<file path="config.mk">
export PLATFORM = sky130hd
export DESIGN_NAME = foil_hit_lockout_indicator_top
export DESIGN_NICKNAME = d
export VERILOG_FILES = /design/src/rtl/fhli_pkg.sv /design/src/rtl/foil_hit_lockout_indicator_top.sv /design/src/rtl/fhli_cfg.sv /design/src/rtl/fhli_core.sv
export SDC_FILE = /design/constraint.sdc
export NUM_CORES = 1
export LEC_CHECK = 0
export BUFFER_PORTS_ARGS = -buffer_cell sky130_fd_sc_hd__clkbuf_2
export CELL_PAD_IN_SITES_DETAIL_PLACEMENT = 1
export CELL_PAD_IN_SITES_GLOBAL_PLACEMENT = 1
export CORE_MARGIN = 2
export CORE_UTILIZATION = 28
export CTS_BUF_LIST = sky130_fd_sc_hd__clkbuf_16
export CTS_CLUSTER_DIAMETER = 200
export CTS_CLUSTER_SIZE = 10
export DETAILED_ROUTE_END_ITERATION = 12
export HOLD_SLACK_MARGIN = 0.06
export MAX_ROUTING_LAYER = met4
export PLACE_DENSITY_LB_ADDON = 0.08
export SLEW_MARGIN = 20
export SYNTH_ARGS = -nofsm -noshare
export SYNTH_HDL_FRONTEND = slang
export SYNTH_HIERARCHICAL = 1
export SYNTH_SLANG_ARGS = --single-unit
</file>
<file path="constraint.sdc">
create_clock -name i_clk -period 27.2 [get_ports i_clk]
set_clock_uncertainty 0.15 [all_clocks]
set_input_delay 5.44 -clock i_clk [delete_from_list [all_inputs] [get_ports i_clk]]
set_output_delay 5.44 -clock i_clk [all_outputs]
set_load 0.05 [all_outputs]
</file>
<file path="src/rtl/fhli_pkg.sv">
// ----------------------------------------------------------------------------
// Foil hit lockout indicator package
// Shared types, register codes, reset values and time helpers.
// ----------------------------------------------------------------------------
package fhli_pkg;

    // Width of the tick counter and of all time stamps.
    localparam int TIME_BITS = 16;
    // Width used when comparing a wrapped time difference with a register.
    localparam int CMP_W     = (TIME_BITS > 16) ? TIME_BITS : 16;

    localparam int CFG_IDX_W  = 3;
    localparam int CFG_DATA_W = 16;

    typedef logic [TIME_BITS-1:0] t_time;

    // Configuration register indexes.
    localparam logic [CFG_IDX_W-1:0] CFG_MIN_HIT    = 3'd0;
    localparam logic [CFG_IDX_W-1:0] CFG_LOCKOUT    = 3'd1;
    localparam logic [CFG_IDX_W-1:0] CFG_BUZZER     = 3'd2;
    localparam logic [CFG_IDX_W-1:0] CFG_LIGHT      = 3'd3;
    localparam logic [CFG_IDX_W-1:0] CFG_DISC_WIN   = 3'd4;
    localparam logic [CFG_IDX_W-1:0] CFG_DISC_COUNT = 3'd5;

    // Register values after reset.
    localparam logic [9:0]  RST_MIN_HIT    = 10'd14;
    localparam logic [13:0] RST_LOCKOUT    = 14'd300;
    localparam logic [15:0] RST_BUZZER     = 16'd1500;
    localparam logic [15:0] RST_LIGHT      = 16'd1500;
    localparam logic [13:0] RST_DISC_WIN   = 14'd500;
    localparam logic [7:0]  RST_DISC_COUNT = 8'd3;

    localparam logic [7:0]  REPEAT_MAX = 8'd255;

    typedef struct packed {
        logic [9:0]  min_press_ticks;
        logic [13:0] lockout_ticks;
        logic [15:0] buzz_ticks;
        logic [15:0] light_time;
        logic [13:0] disconnect_window;
        logic [7:0]  disconnect_count;
    } t_cfg;

    typedef struct packed {
        logic red_lamp;
        logic green_lamp;
        logic buzzer_on;
        logic buzzer_enabled;
    } t_result;

    typedef enum logic [2:0] {
        PH_READY = 3'b001,
        PH_BUZZ  = 3'b010,
        PH_LIGHT = 3'b100
    } t_phase;

    // Elapsed ticks from a stamp to now, wrapping with the counter.
    function automatic t_time fhli_since(input t_time now, input t_time stamp);
        return now - stamp;
    endfunction

    // Elapsed time strictly greater than a register value.
    function automatic logic fhli_gt(input t_time diff, input logic [15:0] lim);
        return CMP_W'(diff) > CMP_W'(lim);
    endfunction

    // Elapsed time strictly less than a register value.
    function automatic logic fhli_lt(input t_time diff, input logic [15:0] lim);
        return CMP_W'(diff) < CMP_W'(lim);
    endfunction

endpackage

</file>
<file path="src/rtl/foil_hit_lockout_indicator_top.sv">
// ----------------------------------------------------------------------------
// Foil hit lockout indicator top level
// Tip samples in, lamp and buzzer drives out, with a register config port.
// ----------------------------------------------------------------------------
// Each input beat carries both tip levels for one millisecond tick and gives
// exactly one output beat with the lamp, buzzer and buzzer-armed levels after
// that tick. Beats are registered on input, the tick update is combinational
// between the input register and the result register, and a new beat is
// taken every clock unless a waiting result blocks the output: throughput is
// one beat per cycle while the output is not stalled. A beat passes the input
// register and then the result register. The config port is always ready;
// registers should be written only while no beat is in flight.
module foil_hit_lockout_indicator_top (
    input  logic                            i_clk,
    input  logic                            i_rst_n,
    input  logic                            i_in_valid,
    output logic                            o_in_ready,
    input  logic                            i_red_tip,
    input  logic                            i_green_tip,
    output logic                            o_out_valid,
    input  logic                            i_out_ready,
    output logic                            o_red_lamp,
    output logic                            o_green_lamp,
    output logic                            o_buzzer_on,
    output logic                            o_buzzer_enabled,
    input  logic                            i_cfg_valid,
    output logic                            o_cfg_ready,
    input  logic [fhli_pkg::CFG_IDX_W-1:0]  i_cfg_index,
    input  logic [fhli_pkg::CFG_DATA_W-1:0] i_cfg_data
);
    import fhli_pkg::*;

    logic    r_in_valid;
    logic    r_red;
    logic    r_green;
    logic    r_out_valid;
    t_result r_res;
    t_result w_next;
    t_cfg    w_cfg;
    logic    w_step;

    // A held beat moves on when the result slot is free or being emptied.
    assign w_step      = r_in_valid && (!r_out_valid || i_out_ready);
    assign o_in_ready  = !r_in_valid || w_step;
    assign o_cfg_ready = 1'b1;

    fhli_cfg u_cfg (
        .i_clk   (i_clk),
        .i_rst_n (i_rst_n),
        .i_wr    (i_cfg_valid),
        .i_index (i_cfg_index),
        .i_data  (i_cfg_data),
        .o_cfg   (w_cfg)
    );

    fhli_core u_core (
        .i_clk   (i_clk),
        .i_rst_n (i_rst_n),
        .i_step  (w_step),
        .i_red   (r_red),
        .i_green (r_green),
        .i_cfg   (w_cfg),
        .o_next  (w_next)
    );

    // Input register control.
    always_ff @(posedge i_clk) begin
        if (!i_rst_n) begin
            r_in_valid <= 1'b0;
        end else if (o_in_ready) begin
            r_in_valid <= i_in_valid;
        end
    end

    // Input register payload.
    always_ff @(posedge i_clk) begin
        if (i_in_valid && o_in_ready) begin
            r_red   <= i_red_tip;
            r_green <= i_green_tip;
        end
    end

    // Result register.
    always_ff @(posedge i_clk) begin
        if (!i_rst_n) begin
            r_out_valid <= 1'b0;
            r_res       <= '0;
        end else begin
            if (w_step) begin
                r_out_valid <= 1'b1;
                r_res       <= w_next;
            end else if (i_out_ready) begin
                r_out_valid <= 1'b0;
            end
        end
    end

    assign o_out_valid      = r_out_valid;
    assign o_red_lamp       = r_res.red_lamp;
    assign o_green_lamp     = r_res.green_lamp;
    assign o_buzzer_on      = r_res.buzzer_on;
    assign o_buzzer_enabled = r_res.buzzer_enabled;

    // The buzzer only sounds together with at least one lamp.
    a_buzz_needs_lamp: assert property (@(posedge i_clk) disable iff (!i_rst_n)
        o_buzzer_on |-> (o_red_lamp || o_green_lamp))
        else $error("buzzer on with both lamps dark");

    // A stepped beat always lands in the result register.
    a_step_fills_out: assert property (@(posedge i_clk) disable iff (!i_rst_n)
        w_step |=> o_out_valid)
        else $error("stepped beat did not produce a result");

    // Input stalls only when a held beat is blocked by a waiting result.
    a_stall_cause: assert property (@(posedge i_clk) disable iff (!i_rst_n)
        !o_in_ready |-> (r_in_valid && o_out_valid && !i_out_ready))
        else $error("input stalled without a blocked result");

endmodule

</file>
<file path="src/rtl/fhli_cfg.sv">
// ----------------------------------------------------------------------------
// Foil hit lockout indicator configuration registers
// Holds the six timing and threshold registers written over the config port.
// ----------------------------------------------------------------------------
module fhli_cfg (
    input  logic                           i_clk,
    input  logic                           i_rst_n,
    input  logic                           i_wr,
    input  logic [fhli_pkg::CFG_IDX_W-1:0] i_index,
    input  logic [fhli_pkg::CFG_DATA_W-1:0] i_data,
    output fhli_pkg::t_cfg                 o_cfg
);
    import fhli_pkg::*;

    t_cfg r_cfg;

    // Register writes; values are cut to their register widths.
    always_ff @(posedge i_clk) begin
        if (!i_rst_n) begin
            r_cfg.min_press_ticks   <= RST_MIN_HIT;
            r_cfg.lockout_ticks     <= RST_LOCKOUT;
            r_cfg.buzz_ticks        <= RST_BUZZER;
            r_cfg.light_time        <= RST_LIGHT;
            r_cfg.disconnect_window <= RST_DISC_WIN;
            r_cfg.disconnect_count  <= RST_DISC_COUNT;
        end else if (i_wr) begin
            unique case (i_index)
                CFG_MIN_HIT:    r_cfg.min_press_ticks   <= i_data[9:0];
                CFG_LOCKOUT:    r_cfg.lockout_ticks     <= i_data[13:0];
                CFG_BUZZER:     r_cfg.buzz_ticks        <= i_data[15:0];
                CFG_LIGHT:      r_cfg.light_time        <= i_data[15:0];
                CFG_DISC_WIN:   r_cfg.disconnect_window <= i_data[13:0];
                CFG_DISC_COUNT: r_cfg.disconnect_count  <= i_data[7:0];
                default: begin
                end
            endcase
        end
    end

    assign o_cfg = r_cfg;

endmodule

</file>
<file path="src/rtl/fhli_core.sv">
// ----------------------------------------------------------------------------
// Foil hit lockout indicator core
// Scoring state and the single-tick update applied once per stepped item.
// ----------------------------------------------------------------------------
module fhli_core (
    input  logic              i_clk,
    input  logic              i_rst_n,
    input  logic              i_step,
    input  logic              i_red,
    input  logic              i_green,
    input  fhli_pkg::t_cfg    i_cfg,
    output fhli_pkg::t_result o_next
);
    import fhli_pkg::*;

    t_phase      r_phase, n_phase;
    t_time       r_tick, n_tick;
    t_time       r_red_start, n_red_start;
    t_time       r_green_start, n_green_start;
    t_time       r_win_start, n_win_start;
    t_time       r_last_clear, n_last_clear;
    logic        r_red_held, n_red_held;
    logic        r_green_held, n_green_held;
    logic        r_win_open, n_win_open;
    logic        r_armed, n_armed;
    logic [7:0]  r_repeat, n_repeat;
    logic [15:0] r_timer, n_timer;
    logic        r_lamp_red, n_lamp_red;
    logic        r_lamp_green, n_lamp_green;
    logic        r_buzz, n_buzz;
    logic [7:0]  w_limit;
    logic        w_go_light;
    logic        w_go_clear;

    // Repeat-hit threshold; small counts collapse to zero.
    assign w_limit = (i_cfg.disconnect_count < 8'd2) ? 8'd0
                                                     : i_cfg.disconnect_count - 8'd2;

    // Next state for one tick, following the ready / buzzer / light sequence.
    always_comb begin
        n_phase       = r_phase;
        n_tick        = r_tick + t_time'(1);
        n_red_start   = r_red_start;
        n_green_start = r_green_start;
        n_win_start   = r_win_start;
        n_last_clear  = r_last_clear;
        n_red_held    = r_red_held;
        n_green_held  = r_green_held;
        n_win_open    = r_win_open;
        n_armed       = r_armed;
        n_repeat      = r_repeat;
        n_timer       = r_timer;
        n_lamp_red    = r_lamp_red;
        n_lamp_green  = r_lamp_green;
        n_buzz        = r_buzz;
        w_go_light    = 1'b0;
        w_go_clear    = 1'b0;

        unique case (r_phase)
            PH_READY: begin
                // A quiet period after the last clear rearms the buzzer.
                if (!r_armed &&
                    fhli_gt(fhli_since(r_tick, r_last_clear),
                            16'(i_cfg.disconnect_window))) begin
                    n_armed  = 1'b1;
                    n_repeat = 8'd0;
                end
                // Red tip tracking.
                if (!i_red) begin
                    n_red_held = 1'b0;
                end else if (!r_red_held) begin
                    n_red_start = r_tick;
                    n_red_held  = 1'b1;
                end else if (fhli_gt(fhli_since(r_tick, r_red_start),
                                     16'(i_cfg.min_press_ticks))) begin
                    if (!n_win_open) begin
                        n_win_start = r_red_start;
                        n_win_open  = 1'b1;
                    end
                    n_lamp_red = 1'b1;
                    if (n_armed) begin
                        n_buzz = 1'b1;
                    end
                end
                // Green tip tracking; red has priority in dating the window.
                if (!i_green) begin
                    n_green_held = 1'b0;
                end else if (!r_green_held) begin
                    n_green_start = r_tick;
                    n_green_held  = 1'b1;
                end else if (fhli_gt(fhli_since(r_tick, r_green_start),
                                     16'(i_cfg.min_press_ticks))) begin
                    if (!n_win_open) begin
                        n_win_start = r_green_start;
                        n_win_open  = 1'b1;
                    end
                    n_lamp_green = 1'b1;
                    if (n_armed) begin
                        n_buzz = 1'b1;
                    end
                end
                // Lockout expiry: repeat-hit check, then the buzzer phase.
                if (n_win_open &&
                    fhli_gt(fhli_since(r_tick, n_win_start),
                            16'(i_cfg.lockout_ticks))) begin
                    if (fhli_lt(fhli_since(r_tick, r_last_clear),
                                16'(i_cfg.disconnect_window))) begin
                        if (n_repeat < REPEAT_MAX) begin
                            n_repeat = n_repeat + 8'd1;
                        end
                        if (n_repeat > w_limit) begin
                            n_armed = 1'b0;
                        end
                    end
                    n_phase = PH_BUZZ;
                    n_timer = i_cfg.buzz_ticks;
                    if (i_cfg.buzz_ticks == 16'd0) begin
                        w_go_light = 1'b1;
                    end
                end
            end
            PH_BUZZ: begin
                n_timer = r_timer - 16'd1;
                if (n_timer == 16'd0) begin
                    w_go_light = 1'b1;
                end
            end
            PH_LIGHT: begin
                n_timer = r_timer - 16'd1;
                if (n_timer == 16'd0) begin
                    w_go_clear = 1'b1;
                end
            end
            default: begin
                n_phase = PH_READY;
            end
        endcase

        // Buzzer stops and the light phase begins.
        if (w_go_light) begin
            n_buzz  = 1'b0;
            n_phase = PH_LIGHT;
            n_timer = i_cfg.light_time;
            if (i_cfg.light_time == 16'd0) begin
                w_go_clear = 1'b1;
            end
        end

        // End of the bout action: lamps, buzzer, tip and window tracking return to ready.
        if (w_go_clear) begin
            n_last_clear  = r_tick;
            n_lamp_red    = 1'b0;
            n_lamp_green  = 1'b0;
            n_buzz        = 1'b0;
            n_red_start   = '0;
            n_green_start = '0;
            n_win_start   = '0;
            n_red_held    = 1'b0;
            n_green_held  = 1'b0;
            n_win_open    = 1'b0;
            n_timer       = 16'd0;
            n_phase       = PH_READY;
        end
    end

    // State update, once per stepped item.
    always_ff @(posedge i_clk) begin
        if (!i_rst_n) begin
            r_phase       <= PH_READY;
            r_tick        <= '0;
            r_red_start   <= '0;
            r_green_start <= '0;
            r_win_start   <= '0;
            r_last_clear  <= '0;
            r_red_held    <= 1'b0;
            r_green_held  <= 1'b0;
            r_win_open    <= 1'b0;
            r_armed       <= 1'b1;
            r_repeat      <= 8'd0;
            r_timer       <= 16'd0;
            r_lamp_red    <= 1'b0;
            r_lamp_green  <= 1'b0;
            r_buzz        <= 1'b0;
        end else if (i_step) begin
            r_phase       <= n_phase;
            r_tick        <= n_tick;
            r_red_start   <= n_red_start;
            r_green_start <= n_green_start;
            r_win_start   <= n_win_start;
            r_last_clear  <= n_last_clear;
            r_red_held    <= n_red_held;
            r_green_held  <= n_green_held;
            r_win_open    <= n_win_open;
            r_armed       <= n_armed;
            r_repeat      <= n_repeat;
            r_timer       <= n_timer;
            r_lamp_red    <= n_lamp_red;
            r_lamp_green  <= n_lamp_green;
            r_buzz        <= n_buzz;
        end
    end

    assign o_next.red_lamp       = n_lamp_red;
    assign o_next.green_lamp     = n_lamp_green;
    assign o_next.buzzer_on      = n_buzz;
    assign o_next.buzzer_enabled = n_armed;

endmodule
</file>
==> Word-level counts from Yosys, hierarchy flattened <==
Cells that the tools add are included.
Widths: inputs -> output; s select.
{ "totals": {"regBits": 197, "word_cells": 182} }
{ "op_classes": {"n_mux": 88, "reduce_logical": 40, "magnitude_cmp": 8, "addsub": 8, "eq_ne": 12} }
{ "ops": {"columns": ["op", "count"], "rows": [
  ["$mux 16", 22],
  ["$mux 8", 9],
  ["$sub 16x16->16", 4],
  ["$mux 1", 51],
  ["$logic_not 16->1", 3],
  ["$gt 16x10->1", 2],
  ["$gt 16x14->1", 2],
  ["$pmux 16 s2", 1],
  ["$reduce_and 2->1", 10],
  ["$add 16x1->16 const B", 1],
  ["$lt 16x14->1", 1],
  ["$reduce_bool 2->1", 8],
  ["$sub 16x1->16 const B", 1],
  ["$reduce_and 5->1", 2],
  ["$eq 3x2->1 const B", 3],
  ["$eq 3x3->1 const B", 3],
  ["$mux 3", 3],
  ["$add 8x1->8 const B", 1],
  ["$gt 8x8->1", 1],
  ["$lt 8x2->1 const B", 1],
  ["$lt 8x8->1 const B", 1],
  ["$reduce_and 4->1", 2],
  ["$sub 8x2->8 const B", 1],
  ["$eq 3x1->1 const B", 2],
  ["13 further kinds", 21]
]} }

==> Longest topological paths before layout <==
{ "depth": {"word_depth": 21, "ltp_mapped": 49, "mapped_depth_nobuf": 46} }

==> By module <==
The synthesis kept the hierarchy.
{ "modules_own_cells": {"columns": ["module", "cells_per_inst", "seq_area_each_um2", "area_each_um2", "n_inst"], "rows": [
  ["fhli_core", 1321, 2282.2, 10386.2, 1],
  ["fhli_cfg", 289, 1561.5, 3010.4, 1],
  ["foil_hit_lockout_indicator_top", 31, 180.2, 329.1, 1]
]} }

==> Worst setup path before layout <==
OpenSTA, ideal clock, no wires.
{ "synth_path": {"path_type": "input port to output port", "start": "input port i_out_ready", "end": "output port o_in_ready", "arrival_ps": 5869, "cell_stages": 2, "path_slack_ps": 15741, "path_buffers": 0, "required_ps": 21610, "cell_sequence": "nor2b_4 > nand2_1"} }
{ "synth_via": {"elab_chain_len": 3} }
{ "synth_rtl": {"columns": ["item", "line_no", "rtl"], "rows": [
  ["start, declared", "foil_hit_lockout_indicator_top.sv:21", "input logic i_out_ready,"],
  ["$logic_or 1x1->1", "foil_hit_lockout_indicator_top.sv:43", "assign w_step = r_in_valid && (!r_out_valid || i_out_ready);"],
  ["$logic_and 1x1->1", "foil_hit_lockout_indicator_top.sv:43", null],
  ["$logic_or 1x1->1", "foil_hit_lockout_indicator_top.sv:44", "assign o_in_ready = !r_in_valid || w_step;"],
  ["end, declared", "foil_hit_lockout_indicator_top.sv:17", "output logic o_in_ready,"]
]} }
Every way passes these cells.

==> Final worst setup path <==
{ "layout_path": {"start": "register u_core.r_tick[1]", "end": "register u_core.r_red_start[7]"} }
{ "layout_via": {"elab_chain_len": 19, "elab_cells_between_ends": 31, "classes_between": "add/sub (3); order compare (3); eq/ne (1); mux (20); reduce/logical (4)"} }
{ "layout_rtl": {"columns": ["item", "line_no", "rtl"], "rows": [
  ["start, declared", "fhli_core.sv:17", "t_time r_tick, n_tick;"],
  ["start signal, assigned", "fhli_core.sv:186", "r_tick <= n_tick;"],
  ["$sub 16x16->16", "fhli_pkg.sv:59", "return now - stamp;"],
  ["$gt 16x10->1", "fhli_pkg.sv:64", "return CMP_W'(diff) > CMP_W'(lim);"],
  ["$mux 1", "fhli_core.sv:74", "end else if (fhli_gt(fhli_since(r_tick, r_red_start),"],
  ["$mux 1", "fhli_core.sv:71", "end else if (!r_red_held) begin"],
  ["$mux 1", "fhli_core.sv:69", "if (!i_red) begin"],
  ["$mux 1", "fhli_core.sv:59", "unique case (r_phase)"],
  ["$mux 16", "fhli_core.sv:93", "if (!n_win_open) begin"],
  ["$mux 16", "fhli_core.sv:91", "end else if (fhli_gt(fhli_since(r_tick, r_green_start),"],
  ["(+3 left out)", null, null],
  ["$sub 16x16->16", "fhli_pkg.sv:59", null],
  ["$gt 16x14->1", "fhli_pkg.sv:64", null],
  ["$logic_and 1x1->1 *", "fhli_core.sv:103", "if (n_win_open &&"],
  ["$mux 1 *", "fhli_core.sv:103", null],
  ["$pmux 1 s2 *", "fhli_core.sv:59", null],
  ["$mux 1 *", "fhli_core.sv:140", "if (w_go_light) begin"],
  ["$ne 2x2->1 (no source line) or $reduce_bool 2->1 (tied branches)", null, null],
  ["$reduce_and 4->1 (no source line)", null, null],
  ["end signal, assigned", "fhli_core.sv:187", "r_red_start <= n_red_start;"],
  ["end, declared", "fhli_core.sv:18", "t_time r_red_start, n_red_start;"]
]} }
Every way passes the cells marked *; elsewhere a longest branch is shown, timed or not. The select of a mux whose other input is x is not followed.
A chain may end at the register's enable or synchronous reset.

==> flow_metrics.tcl <==
set metrics [dict create \
    status "finished, final reports clean" \
    synth_compound_area_share_pct 20.3 \
    cp-start-kind "register" \
    avgSynthCellArea_um2 8.36 \
    synthAdderAreaFrac_pct 11.6 \
    cts_hold_buf 0 \
    syn_inst 1641 \
    hpwl_um 36500 \
    synth_cell_types 88 \
    finalPower_w 0.000693 \
    r2r_slack_ns 15.29 \
    routed_wl_um 46800 \
    die_y_um 225 \
    place_inst 2227 \
    sequentialPowerShare_pct 43.6 \
    cpPeakStageDelay_ns 0.92 \
    yosysSeqAreaShare_pct 29.3 \
    final_antenna_net_count 0 \
    grt_max_degree 74 \
    grt_pass1_wl_um 73200 \
    overflow 0 \
    worst-path-max-fanout 32 \
    finalHoldViolations 0 \
    synthMuxAreaShare_pct 8.85 \
    initial_core_util_pct 28.2 \
    reg2reg_from "u_core/r_tick[1]" \
    critPathArrivalTime_ns 12.19 \
    cap_viol_max_count 0 \
    port_buffers 31 \
    leakagePower_nw 6.34 \
    whs_ns 0.311 \
    drc_errors 0 \
    clkPwrFrac_pct 39.5 \
    timing_worst_setup_path_type "reg2reg" \
    grt_util_all_layers_pct 19.7 \
    clk_latency_ns 0.50 \
    fillers 5797 \
    synth-warning-count 6 \
    required_ns 27.48 \
    ys.flop_type "dfxtp_1" \
    drive_gt1_share_pct 6.36 \
    gp_congestion 0.804 \
    yosysTopAreaCell "dfxtp_1" \
    syn2layout_area_growth_pct 8.91 \
    p_int_w 0.000481 \
    setup_tns_ns 0 \
    antenna_found_initial 0 \
    end_kind "register" \
    p_comb_share_pct 16.9 \
    post-cts-setup-buffers 0 \
    peakVddDrop_v 0.0000383 \
    coreArea_um2 48600 \
    cts_buffers 17 \
    nets 1775 \
    cts_root_buffer "clkbuf_16" \
    cts_tree "done" \
    cts_resized 0 \
    post-synth-top-count-cell "nand2_1" \
    fmax_mhz 84.0 \
    rows 81 \
    post-route-min-period_ns 11.91 \
    r2r_cells 41 \
    async_flop_share_pct 0 \
    worst_pin_slew_ns 1.02 \
    cts.clk_slew.worst_paths_ns 0.08 \
    holdPathStages 2 \
    dieArea_um2 50800 \
    min_from "u_cfg/o_cfg[76]" \
    drtIter0Drc 518 \
    syn_nets 1792 \
    vias 11802 \
    fin_crit_sh_pct 43.8 \
    grt_pass1_vias 12261 \
    synth-xor-area-share_pct 4.34 \
    swShare_pct 30.6 \
    min_to "u_cfg/o_cfg[76]" \
    die_x_um 225 \
    pin_count 33 \
    yosys-top-cells-area "dfxtp_1, ha_1, mux2i_1, nand2_1, a21oi_1" \
    synth_edf_count 2 \
    synth_top_family_by_area "compound AO/OA/AOI/OAI gates" \
    crit_top_cell "o21ai_0" \
    netlist_area_um2 13700 \
    setup_violations 0 \
    h-tree-depth 4 \
    slew_viol_final 0 \
    yosys_register_bits 200 \
    synthTopCellsByCount "nand2_1, dfxtp_1, ha_1, mux2i_1, nor2_1" \
    synthDominantCellAreaShare_pct 28.9 \
    slew_headroom_pct 31.4 \
    cts.sinks 200 \
    slowest_stage "a211oi_4" \
    switchingPower_w 0.000212 \
    reg2reg_to "u_core/r_red_start[7]" \
    pwr_density_cell_nw_per_um2 46.4 \
    yosys.area_share.simple_pct 19.7 \
    cts_buffer_depth 2 \
    via_per_inst 5.22 \
    rsz0062_at_grt "false" \
    wl_per_cell_um 20.7 \
    layout.cells.non_filler 2259 \
    hold_class "reg2reg" \
    drt_pass1_iterations 4 \
]
[worst max-delay path, delay by kind of cell, from the launching register on]
kind	cells	cell delay [ns]
flops	1	0.76
fa+ha+maj	4	1.28
compound gates	24	6.53
simple gates	11	2.60
xor+xnor	2	0.47
[registers in the layout (all words and copies together) (netlist names), 3 cells and up]
| signal | flops |
|---|---|
| u_cfg/o_cfg | 78 |
| u_core/r_last_clear | 16 |
| u_core/r_phase | 3 |
| u_core/r_repeat | 8 |
| u_core/r_tick | 16 |
| u_core/r_timer | 16 |
| u_core/r_red_start | 16 |
| u_core/r_green_start | 16 |
| u_core/r_win_start | 16 |
[worst max path at each step]
stage                                 from               endpoint  slack [ns]  depth (start not counted)
after floorplan                i_out_ready             o_in_ready       15.74                          2
after global placement    u_core/r_tick[1]  u_core/r_red_start[0]       15.50                         41
after detailed placement  u_core/r_tick[1]      u_core/r_timer[0]       15.25                         41
final                     u_core/r_tick[1]  u_core/r_red_start[7]       15.29                         41
after global routing      u_core/r_tick[1]  u_core/r_red_start[7]       14.44                         41
after CTS                 u_core/r_tick[1]      u_core/r_timer[0]       15.19                         41
[metrics by stage]
stage	area (um2)	worst slack, ns	utilization, %
after floorplan	13700	15.74	-
after global placement	14400	15.50	29.5
after detailed placement	14400	15.25	29.5
after CTS	14900	15.19	30.7
after global routing	14900	14.44	30.7
final	14900	15.29	30.7
[final cells by class]
class | instances | area (um2) | area share, %
Multi-Input combinational cell | 1255 | 8900 | 59.5
Sequential cell | 200 | 4020 | 26.9
Tap cell | 622 | 778 | 5.21
Clock buffer | 18 | 450 | 3.01
Inverter | 107 | 402 | 2.69
Timing Repair Buffer | 43 | 248 | 1.66
Clock inverter | 13 | 143 | 0.954
Antenna cell | 1 | 2.50 | 0.0167
[cells by family (layout without fill, tap and decap cells)]
family                   after synthesis  after routing
flip-flops                           200            200
AO/OA/AOI/OAI                        387            387
other                                  1              2
adder cells (fa/ha/maj)              125            125
XOR/XNOR                              68             68
multiplexers                         121            121
AND/OR/NAND/NOR                      553            553
buffers and inverters                186            181
[cell usage in the layout (no fill, tap or decap), types with 18 or more instances in the layout]
cell,netlist,routed
a211oi_1,20,20
a21o_1,21,21
a21oi_1,90,90
a32o_1,32,32
and3_1,19,19
clkbuf_16,0,18
clkbuf_2,0,30
dfxtp_1,198,198
ha_1,121,121
inv_1,107,108
mux2i_1,118,118
nand2_1,202,202
nand3_1,30,30
nor2_1,109,108
nor2b_1,61,61
nor3_1,30,30
o21a_1,24,24
o21ai_0,67,67
xnor2_1,41,41
xor2_1,27,27
[metal layers]
metal	vias up	share of wire, %	global-route usage [%]
met3	34	2.0	3.13
met4	0	1.6	5.19
met1	5842	46	23.2
li1	5848	-	-
met2	78	51	34.7
met5	-	0	-
[power by group through the flow]
stage	combinational (W)	clock [W]	sequential, W
global placement	0.000118	0	0.000309
finish	0.000117	0.000274	0.000302
global route	0.000131	0.000298	0.000303
detailed placement	0.000119	0	0.000309
floorplan	0.0000808	0	0.000308
CTS	0.000120	0.000288	0.000302
Note: power is estimated with default switching activity, not from simulation.
